--- src/rtl/htfr_pkg.sv ---
// Package for the humidity/temperature frame reader.
// Holds status and action codes, conversion constants and the CRC-8 helper.
// No dependencies; compiled first.
package htfr_pkg;

  // Result status codes.
  localparam logic [2:0] ST_PENDING = 3'd0;
  localparam logic [2:0] ST_OK      = 3'd1;
  localparam logic [2:0] ST_CORRUPT = 3'd2;
  localparam logic [2:0] ST_COMM    = 3'd3;
  localparam logic [2:0] ST_IDLE    = 3'd4;

  // Input action codes.
  localparam logic ACT_START = 1'b0;
  localparam logic ACT_READ  = 1'b1;

  // Measurement kind codes.
  localparam logic KIND_TEMP = 1'b0;
  localparam logic KIND_HUM  = 1'b1;

  // CRC-8 polynomial (x^8 + x^5 + x^4 + 1), init zero, MSB first.
  localparam logic [7:0] CRC_POLY = 8'h31;

  // Status bits cleared from the low data byte.
  localparam logic [7:0] LSB_MASK_TEMP = 8'hFC;
  localparam logic [7:0] LSB_MASK_HUM  = 8'hF0;

  // Fixed-point conversion in hundredths: offset + (scale * raw) >> 16.
  localparam logic [14:0]        SCALE_TEMP  = 15'd17572;
  localparam logic [14:0]        SCALE_HUM   = 15'd12500;
  localparam logic signed [15:0] OFFSET_TEMP = -16'sd4685;
  localparam logic signed [15:0] OFFSET_HUM  = -16'sd600;

  // Reset value of the retry limit.
  localparam logic [7:0] MAX_RETRY_RST = 8'd30;

  // One registered input item.
  typedef struct packed {
    logic       action;
    logic       kind;
    logic       write_ok;
    logic       data_ready;
    logic [7:0] msb;
    logic [7:0] lsb;
    logic [7:0] check_byte;
  } in_item_t;

  // Fold one byte into a running CRC-8.
  function automatic logic [7:0] crc8_byte(input logic [7:0] crc_in, input logic [7:0] data);
    logic [7:0] crc;
    crc = crc_in ^ data;
    for (int b = 0; b < 8; b++) begin
      if (crc[7]) begin
        crc = {crc[6:0], 1'b0} ^ CRC_POLY;
      end else begin
        crc = {crc[6:0], 1'b0};
      end
    end
    return crc;
  endfunction

endpackage

--- src/rtl/htfr_chan_if.sv ---
// Channel interfaces of the humidity/temperature frame reader.
// Input item, result item and configuration write channels.
// Depends on nothing; compiled after htfr_pkg.

// Input item channel.
interface htfr_in_if;
  logic       valid;
  logic       ready;
  logic       action;
  logic       kind;
  logic       write_ok;
  logic       data_ready;
  logic [7:0] msb;
  logic [7:0] lsb;
  logic [7:0] check_byte;

  modport source (output valid, action, kind, write_ok, data_ready, msb, lsb, check_byte,
                  input ready);
  modport sink (input valid, action, kind, write_ok, data_ready, msb, lsb, check_byte,
                output ready);
endinterface

// Result item channel.
interface htfr_out_if;
  logic               valid;
  logic               ready;
  logic [2:0]         status;
  logic signed [14:0] value;
  logic [15:0]        raw_code;
  logic               was_humidity;

  modport source (output valid, status, value, raw_code, was_humidity, input ready);
  modport sink (input valid, status, value, raw_code, was_humidity, output ready);
endinterface

// Configuration write channel for the retry limit.
interface htfr_cfg_if;
  logic       valid;
  logic       ready;
  logic [7:0] data;

  modport source (output valid, data, input ready);
  modport sink (input valid, data, output ready);
endinterface

--- src/rtl/humidity_temp_frame_reader_unit.sv ---
// Top level of the humidity/temperature frame reader.
// Depends on htfr_pkg and the channel interfaces in htfr_chan_if.sv.
//
//   channel  | direction | transfer carries
//   ---------+-----------+----------------------------------------------
//   in_if    | sink      | action, kind, write_ok, data_ready, 3 bytes
//   out_if   | source    | status, value, raw_code, was_humidity
//   cfg_if   | sink      | max_retry (8 bits), always ready
//
// Each item passes from input transfer to result through the input
// register; then the exchange state update, CRC check and the single
// 16x15 conversion multiply feed the result register.
// One item is accepted every cycle; a stalled result holds the input
// register, and the input accepts again as soon as the result is taken.
// rst_n is synchronous and active low; the retry limit resets to 30.
module humidity_temp_frame_reader_unit
  import htfr_pkg::*;
(
  input  logic       clk,
  input  logic       rst_n,
  htfr_in_if.sink    in_if,
  htfr_out_if.source out_if,
  htfr_cfg_if.sink   cfg_if
);

  // Input register stage.
  logic     s1_valid_r;
  in_item_t s1_item_r;
  logic     s1_adv;

  // Exchange state.
  logic       busy_r, busy_nxt;
  logic       pend_kind_r, pend_kind_nxt;
  logic [7:0] attempts_r, attempts_nxt;
  logic [7:0] max_retry_r;

  // Result register.
  logic               out_valid_r;
  logic [2:0]         status_r, status_nxt;
  logic signed [14:0] value_r, value_nxt;
  logic [15:0]        raw_r, raw_nxt;
  logic               hum_r, hum_nxt;

  // Datapath intermediates.
  logic [7:0]         crc_calc;
  logic [7:0]         att_inc;
  logic               kind_sel;
  logic [15:0]        raw_masked;
  logic [14:0]        scale;
  logic [30:0]        product;
  logic signed [15:0] offset;
  logic signed [15:0] value_full;

  // The input register moves on when the result register is free or being taken.
  assign s1_adv      = !out_valid_r || out_if.ready;
  assign in_if.ready = !s1_valid_r || s1_adv;
  assign cfg_if.ready = 1'b1;

  // Input register.
  always_ff @(posedge clk) begin
    if (!rst_n) begin
      s1_valid_r <= 1'b0;
    end else if (in_if.ready) begin
      s1_valid_r <= in_if.valid;
    end
    if (in_if.valid && in_if.ready) begin
      s1_item_r.action     <= in_if.action;
      s1_item_r.kind       <= in_if.kind;
      s1_item_r.write_ok   <= in_if.write_ok;
      s1_item_r.data_ready <= in_if.data_ready;
      s1_item_r.msb        <= in_if.msb;
      s1_item_r.lsb        <= in_if.lsb;
      s1_item_r.check_byte <= in_if.check_byte;
    end
  end

  // CRC over the two data bytes and the conversion of the masked raw code.
  always_comb begin
    crc_calc   = crc8_byte(crc8_byte(8'h00, s1_item_r.msb), s1_item_r.lsb);
    att_inc    = (attempts_r == 8'hFF) ? attempts_r : attempts_r + 8'd1;
    kind_sel   = pend_kind_r;
    if (kind_sel == KIND_HUM) begin
      raw_masked = {s1_item_r.msb, s1_item_r.lsb & LSB_MASK_HUM};
      scale      = SCALE_HUM;
      offset     = OFFSET_HUM;
    end else begin
      raw_masked = {s1_item_r.msb, s1_item_r.lsb & LSB_MASK_TEMP};
      scale      = SCALE_TEMP;
      offset     = OFFSET_TEMP;
    end
    product    = 31'(raw_masked) * 31'(scale);
    value_full = offset + $signed({1'b0, product[30:16]});
  end

  // Exchange state update and result selection.
  always_comb begin
    busy_nxt      = busy_r;
    pend_kind_nxt = pend_kind_r;
    attempts_nxt  = attempts_r;
    status_nxt    = ST_IDLE;
    value_nxt     = '0;
    raw_nxt       = '0;
    hum_nxt       = 1'b0;
    if (s1_item_r.action == ACT_START) begin
      attempts_nxt = '0;
      hum_nxt      = s1_item_r.kind;
      if (s1_item_r.write_ok) begin
        busy_nxt      = 1'b1;
        pend_kind_nxt = s1_item_r.kind;
        status_nxt    = ST_PENDING;
      end else begin
        busy_nxt   = 1'b0;
        status_nxt = ST_COMM;
      end
    end else if (!busy_r) begin
      status_nxt = ST_IDLE;
    end else if (!s1_item_r.data_ready) begin
      attempts_nxt = att_inc;
      hum_nxt      = pend_kind_r;
      if (att_inc >= max_retry_r) begin
        busy_nxt   = 1'b0;
        status_nxt = ST_COMM;
      end else begin
        status_nxt = ST_PENDING;
      end
    end else begin
      busy_nxt = 1'b0;
      hum_nxt  = pend_kind_r;
      if (crc_calc != s1_item_r.check_byte) begin
        status_nxt = ST_CORRUPT;
      end else begin
        status_nxt = ST_OK;
        value_nxt  = value_full[14:0];
        raw_nxt    = raw_masked;
      end
    end
  end

  // State, configuration and result registers.
  always_ff @(posedge clk) begin
    if (!rst_n) begin
      busy_r      <= 1'b0;
      pend_kind_r <= 1'b0;
      attempts_r  <= '0;
      max_retry_r <= MAX_RETRY_RST;
      out_valid_r <= 1'b0;
    end else begin
      if (cfg_if.valid && cfg_if.ready) begin
        max_retry_r <= cfg_if.data;
      end
      if (s1_adv) begin
        out_valid_r <= s1_valid_r;
        if (s1_valid_r) begin
          busy_r      <= busy_nxt;
          pend_kind_r <= pend_kind_nxt;
          attempts_r  <= attempts_nxt;
        end
      end
    end
    if (s1_adv && s1_valid_r) begin
      status_r <= status_nxt;
      value_r  <= value_nxt;
      raw_r    <= raw_nxt;
      hum_r    <= hum_nxt;
    end
  end

  assign out_if.valid        = out_valid_r;
  assign out_if.status       = status_r;
  assign out_if.value        = value_r;
  assign out_if.raw_code     = raw_r;
  assign out_if.was_humidity = hum_r;

`ifndef ASSERT_OFF
  // An accepted item always occupies the input register in the next cycle.
  a_in_to_s1: assert property (@(posedge clk) disable iff (!rst_n)
    (in_if.valid && in_if.ready) |=> s1_valid_r)
    else $error("accepted item lost before input register");

  // Only defined status codes leave the block.
  a_status_code: assert property (@(posedge clk) disable iff (!rst_n)
    out_valid_r |-> (status_r == ST_PENDING || status_r == ST_OK ||
                     status_r == ST_CORRUPT || status_r == ST_COMM ||
                     status_r == ST_IDLE))
    else $error("undefined status code on result");

  // A good result has its status bits cleared and a value in range.
  a_ok_value: assert property (@(posedge clk) disable iff (!rst_n)
    (out_valid_r && status_r == ST_OK) |->
      (raw_r[1:0] == 2'b00 && value_r >= -15'sd4685 && value_r <= 15'sd12887))
    else $error("converted result out of range");

  // A read while no exchange runs reports no measurement kind.
  a_idle_kind: assert property (@(posedge clk) disable iff (!rst_n)
    (out_valid_r && status_r == ST_IDLE) |-> !hum_r)
    else $error("not-started result carries a kind");
`endif

endmodule

--- src/flat_wrapper.sv ---
// flat-port wrapper written by rule: the top's interface ports become plain ports
module humidity_temp_frame_reader_unit_flat import htfr_pkg::*;
  (clk, rst_n, in_if_valid, in_if_action, in_if_kind, in_if_write_ok, in_if_data_ready, in_if_msb, in_if_lsb, in_if_check_byte, in_if_ready, out_if_valid, out_if_status, out_if_value, out_if_raw_code, out_if_was_humidity, out_if_ready, cfg_if_valid, cfg_if_data, cfg_if_ready);
  htfr_in_if in_if_i ();
  htfr_out_if out_if_i ();
  htfr_cfg_if cfg_if_i ();
  input  logic clk;
  input  logic rst_n;
  input wire logic [$bits(in_if_i.valid)-1:0] in_if_valid;
  input wire logic [$bits(in_if_i.action)-1:0] in_if_action;
  input wire logic [$bits(in_if_i.kind)-1:0] in_if_kind;
  input wire logic [$bits(in_if_i.write_ok)-1:0] in_if_write_ok;
  input wire logic [$bits(in_if_i.data_ready)-1:0] in_if_data_ready;
  input wire logic [$bits(in_if_i.msb)-1:0] in_if_msb;
  input wire logic [$bits(in_if_i.lsb)-1:0] in_if_lsb;
  input wire logic [$bits(in_if_i.check_byte)-1:0] in_if_check_byte;
  output wire logic [$bits(in_if_i.ready)-1:0] in_if_ready;
  output wire logic [$bits(out_if_i.valid)-1:0] out_if_valid;
  output wire logic [$bits(out_if_i.status)-1:0] out_if_status;
  output wire logic [$bits(out_if_i.value)-1:0] out_if_value;
  output wire logic [$bits(out_if_i.raw_code)-1:0] out_if_raw_code;
  output wire logic [$bits(out_if_i.was_humidity)-1:0] out_if_was_humidity;
  input wire logic [$bits(out_if_i.ready)-1:0] out_if_ready;
  input wire logic [$bits(cfg_if_i.valid)-1:0] cfg_if_valid;
  input wire logic [$bits(cfg_if_i.data)-1:0] cfg_if_data;
  output wire logic [$bits(cfg_if_i.ready)-1:0] cfg_if_ready;
  assign in_if_i.valid = in_if_valid;
  assign in_if_i.action = in_if_action;
  assign in_if_i.kind = in_if_kind;
  assign in_if_i.write_ok = in_if_write_ok;
  assign in_if_i.data_ready = in_if_data_ready;
  assign in_if_i.msb = in_if_msb;
  assign in_if_i.lsb = in_if_lsb;
  assign in_if_i.check_byte = in_if_check_byte;
  assign in_if_ready = in_if_i.ready;
  assign out_if_valid = out_if_i.valid;
  assign out_if_status = out_if_i.status;
  assign out_if_value = out_if_i.value;
  assign out_if_raw_code = out_if_i.raw_code;
  assign out_if_was_humidity = out_if_i.was_humidity;
  assign out_if_i.ready = out_if_ready;
  assign cfg_if_i.valid = cfg_if_valid;
  assign cfg_if_i.data = cfg_if_data;
  assign cfg_if_ready = cfg_if_i.ready;
  humidity_temp_frame_reader_unit u_core (.clk(clk), .rst_n(rst_n), .in_if(in_if_i), .out_if(out_if_i), .cfg_if(cfg_if_i));
endmodule
--- config.mk ---
export PLATFORM = sky130hd
export DESIGN_NAME = humidity_temp_frame_reader_unit_flat
export DESIGN_NICKNAME = d
export VERILOG_FILES = /design/src/rtl/htfr_pkg.sv /design/src/rtl/htfr_chan_if.sv /design/src/rtl/humidity_temp_frame_reader_unit.sv /design/src/flat_wrapper.sv
export SDC_FILE = /design/constraint.sdc
export NUM_CORES = 1
export LEC_CHECK = 0
export ABC_AREA = 1
export BUFFER_PORTS_ARGS = -buffer_cell sky130_fd_sc_hd__buf_2
export CAP_MARGIN = 20
export CELL_PAD_IN_SITES_DETAIL_PLACEMENT = 0
export CELL_PAD_IN_SITES_GLOBAL_PLACEMENT = 1
export CORE_MARGIN = 1.5
export CORE_UTILIZATION = 50
export DETAILED_ROUTE_END_ITERATION = 8
export PLACE_DENSITY_LB_ADDON = 0.1
export SLEW_MARGIN = 5
export SYNTH_ARGS = -nofsm -noshare
export SYNTH_HDL_FRONTEND = slang
export SYNTH_SLANG_ARGS = --single-unit
--- constraint.sdc ---
create_clock -name clk -period 11.9 [get_ports clk]
set_input_delay 2.975 -clock clk [delete_from_list [all_inputs] [get_ports clk]]
set_output_delay 2.975 -clock clk [all_outputs]
set_load 0.005 [all_outputs]
# Word-level counts from Yosys, hierarchy flattened
# Index checks and enable logic that the tools add are counted.
# word_totals
register_bits,83
# classes
n_addsub,2
n_mul,1
n_lt_le_gt_ge,1
n_eq_ne,4
n_mux,36
n_bitwise,20
n_reduce_logical,10
# ops
cell,count
$mux W6,16
$not A3 Y3,16
$mux W8,4
$mul A16 B15 Y31,1
$add A14 B15 Y15,1
$mux W15,1
$mux W13,1
$mux W3,3
$add A8 B1 Y8 const B,1
$eq A8 B8 Y1 const B,1
$ge A8 B8 Y1,1
$ne A8 B8 Y1,1
$reduce_and A4 Y1,2
$xor A8 B8 Y8,1
$mux W1,7
$mux W2,3
$mux W4,1
$ne A2 B2 Y1 const B,2
$reduce_or A4 Y1,1
$not A1 Y1,3
$logic_and A1 B1 Y1,2
$logic_not A1 Y1,2
$logic_or A1 B1 Y1,2
$reduce_and A2 Y1,1

# Depth between registers and ports, before layout
# depth
ltp_word,38
mapped_depth,34

# Least setup slack after synthesis
# Ideal clock, no wire load.
# synth_path
path_kind,reg-to-reg
start,register u_core.pend_kind_r (netlist: u_core.kind_sel)
end,"register u_core.value_r[12] (netlist: u_core.out_if.value[12]), data pin"
setup_time_ps,257
arrival_ps,5966
slack_ps,5678
stages_incl_launch_ff,30
synth_period_minus_slack_ps,6222
path_cell_list,dfxtp_1 clkbuf_1 clkbuf_1 nand2_1 o21ai_0 ha_1 fa_1 inv_1 fa_1 fa_1 fa_1 inv_1 ha_1 ha_1 a21oi_1 o21ai_0 inv_1 nand2_1 nand3_1 nand2_1 xor2_1 ha_1 a21oi_1 nand3_1 nand2_1 nand2_1 nand2_1 nand2_1 xor2_1 nor2_1
# synth_between
elab_chain_len,3
word_cells_on_any_way,5
classes_between,add/sub: 1; mul: 1; mux: 3
# synth_rtl
item,line_no,source
start: declaration,humidity_temp_frame_reader_unit.sv:33,"logic pend_kind_r, pend_kind_nxt;"
start signal: assignment,humidity_temp_frame_reader_unit.sv:155,pend_kind_r <= pend_kind_nxt;
$mux W4 / $mux W15 (equally long branches),humidity_temp_frame_reader_unit.sv:82,if (kind_sel == KIND_HUM) begin
$mul A16 B15 Y31,humidity_temp_frame_reader_unit.sv:91,product = 31'(raw_masked) * 31'(scale);
$add A14 B15 Y15 *,humidity_temp_frame_reader_unit.sv:92,"value_full = offset + $signed({1'b0, product[30:16]});"
end signal: assignment,humidity_temp_frame_reader_unit.sv:162,value_r <= value_nxt;
end: declaration,humidity_temp_frame_reader_unit.sv:40,"logic signed [14:0] value_r, value_nxt;"
# Every way passes the cells marked *; elsewhere a longest branch is shown, timed or not.
# A chain may end at the register's enable or synchronous reset.

# Worst setup path after layout
# Ends and elaborated chain as after synthesis.

==> flow_metrics.py <==
metrics = {
    "worst_setup_path": {
        "crit_type": "reg2reg",
        "start_kind": "register",
        "r2r_end": "u_core.out_if.value[12]",
        "worst-r2r-setup-slack_ns": 5.10,
        "crit_path_max_incr_delay_ns": 0.55,
        "crit_buf_inv": 4,
        "cp_top_family": "adder cells",
        "crit_slowest_cell": "fa_1",
        "cp.required_ns": 11.99,
        "worstReg2RegStart": "u_core.kind_sel",
        "worstPathArrival_ns": 6.89,
        "worstPathMaxFanout": 37,
        "worst-r2r-cell-count": 28,
        "setup.worst_path.end_class": "register",
        "crit_path_frequent_cell": "nand2_1",
    },
    "die": {
        "row_count": 47,
        "start_util_pct": 51.06,
        "fp.coreArea_mm2": 0.01658,
        "io_pins": 79,
        "dieArea_mm2": 0.01772,
        "die_x_um": 133.1,
        "fp.dieH_um": 133.1,
    },
    "clocking": {
        "cts_hold_buffers": 0,
        "cts_buffer_depth": 2,
        "ctsResizeCount": 0,
        "numClockSinks": 81,
        "tritoncts": "yes",
        "clock_latency_ns": 0.35,
        "cts.clk_slew.worst_paths_ns": 0.07,
        "htreeDepth": 3,
        "root_buffer": "clkbuf_16",
        "post_cts_buffers": 0,
        "numCtsBuffers": 9,
    },
    "synth": {
        "avgSynthCellArea_um2": 8.317,
        "synth_seq_area_share_pct": 26.36,
        "synth_cell_types": 35,
        "synthCells": 1018,
        "synth_area_mm2": 0.008467,
        "synth_seq_cells": 81,
        "ys.warnings.count": 0,
    },
    "timing": {
        "layout_min_cycle_time_ns": 6.799,
        "tightestPinTransition_ns": 1.049,
        "final_hold_viol_count": 0,
        "fin_crit_sh_pct": 57.13,
        "final.setup_skew_ns": 0.01170,
        "setup_violations": 0,
        "timing.hold.ws_ns": 0.4628,
        "fin_ws_ns": 5.101,
        "tns_ns": 0,
        "fmax_mhz": 147.1,
        "final-max-slew-violation-count": 0,
        "relSlewSlack_pct": 29.89,
        "rsz0062_at_grt": "false",
    },
    "grt": {
        "overflow": 0,
        "grt_pass1_vias": 6397,
        "grt_start_max_net_pins": 38,
        "grt_pass1_wl_mm": 31.40,
        "antenna_found_initial": 0,
        "track_usage_pct": 22.66,
    },
    "route": {
        "drtIter0Drc": 291,
        "first_pass_iters": 8,
        "routedWlPerCell_um": 14.04,
        "drt_wl_total_mm": 18.59,
        "ant_nets": 0,
        "vias": 6543,
        "remaining_drc_errors": 0,
        "viasPerCell": 4.942,
    },
    "pwr": {
        "power_density_mw_per_mm2": 245.5,
        "irDropWorstVdd_mv": 0.3445,
        "leakage_nw": 5.010,
        "p_total_mw": 2.310,
    },
    "finish": {
        "nFillCells": 1592,
        "final_common_cell": "nand2_1",
        "area_growth_pct": 11.14,
        "diodes": 0,
        "final_cell_mix": "nand2_1, inv_1, ha_1",
        "final_nets": 1330,
        "layout-drive-gt1-share_pct": 12.77,
    },
    "worst_hold_path": {
        "worstHoldPathType": "reg2reg",
        "hold_depth": 2,
        "holdPathEnd": "u_core.max_retry_r[7]",
        "min_from": "u_core.max_retry_r[7]",
    },
    "status": {
        "outcome": "complete, no violations",
    },
    "placed_design": {
        "dp_slack_ns": 5.166,
        "port_buffers": 75,
        "hpwl_mm": 15.55,
        "gp_congestion": 0.9116,
    },
    "job": {
        "cap_violations": 0,
    },
}
## worst min-delay path, delay by kind of cell (launching register included)
kind / cells / cell delay [ns]
AO/OA/AOI/OAI: 1 / 0.06
buffers and inverters: 1 / 0.06
flip-flops: 1 / 0.30
## logic make-up (layout without fill, tap and decap cells)
family	Yosys count	after routing	share of synthesized area, %
compound gates	89	89	5.556
xor+xnor	29	29	3.000
fa+ha+maj	190	190	33.57
buf+inv	211	279	9.694
flops	81	81	26.36
other cells	2	20	0.08870
simple gates	416	416	21.72
## how the worst max path moves through the flow
stage                                from                      end  cells past startpoint
after floorplan           u_core.kind_sel  u_core.out_if.value[12]                     29
after global placement    u_core.kind_sel  u_core.out_if.value[12]                     28
after detailed placement  u_core.kind_sel  u_core.out_if.value[12]                     28
after CTS                 u_core.kind_sel  u_core.out_if.value[12]                     28
after global routing      u_core.kind_sel  u_core.out_if.value[12]                     28
final                     u_core.kind_sel  u_core.out_if.value[12]                     28
## sequential cells by signal, indices dropped and copies added, names as in the netlist
name and cells:
u_core.s1_item_r 28, u_core.out_if.value 15, u_core.out_if.raw_code 14, u_core.attempts_r 8
u_core.max_retry_r 8, u_core.out_if.status 3, u_core.busy_r 1, u_core.kind_sel 1
u_core.out_if.valid 1, u_core.out_if.was_humidity 1, u_core.s1_valid_r 1
## power breakdown
group / leakage (nW) / switching, mW / internal, mW
clock network: 0.144 / 0.115 / 0.164
registers: 0.755 / 0.00935 / 0.317
logic: 4.11 / 1.09 / 0.616
total: 5.01 / 1.21 / 1.10
## synth_stat cells (all sizes together)
library cell,n,area share (%)
a21boi,1,0.089
a21o,2,0.18
a21oi,46,2.7
a311o,1,0.12
and2,1,0.074
buf,7,0.65
clkbuf,19,0.84
conb,2,0.089
dfxtp,20,4.7
edfxtp,61,22
fa,62,15
ha,128,19
inv,185,8.2
nand2,237,11
nand2b,1,0.074
nand3,70,4.6
nand3b,5,0.44
nand4,9,0.66
nor2,82,4.0
nor3,7,0.41
nor4,2,0.15
o211ai,1,0.089
o21a,3,0.27
o21ai,34,2.0
o21bai,1,0.089
or2,2,0.15
xnor2,12,1.2
xor2,17,1.8
## metal layers
layer | part of all wire [%] | vias up | track usage (%)
met3 | 3.4 | 28 | 3.463
met1 | 46 | 2994 | 30.75
met2 | 48 | 126 | 37.70
met4 | 2.4 | 0 | 6.824
li1 | - | 3395 | -
met5 | 0 | - | 0
## metrics by stage
stage	cells	util (%)	cell area, um^2
floorplan	1036	-	8534
global placement	1307	54.76	9081
detailed placement	1307	54.76	9081
CTS	1323	56.58	9383
global route	1324	56.75	9410
finish	1324	56.75	9410
## layout make-up
class	instances	area [um^2]	share of cell area, %
Sequential cell	81	2232	23.72
Clock buffer	9	225.2	2.393
Timing Repair Buffer	78	417.9	4.441
Inverter	185	694.4	7.379
Tap cell	220	275.3	2.925
Multi-Input combinational cell	744	5489	58.33
Clock inverter	7	76.32	0.8111
Note: power is estimated with default switching activity, not from simulation.
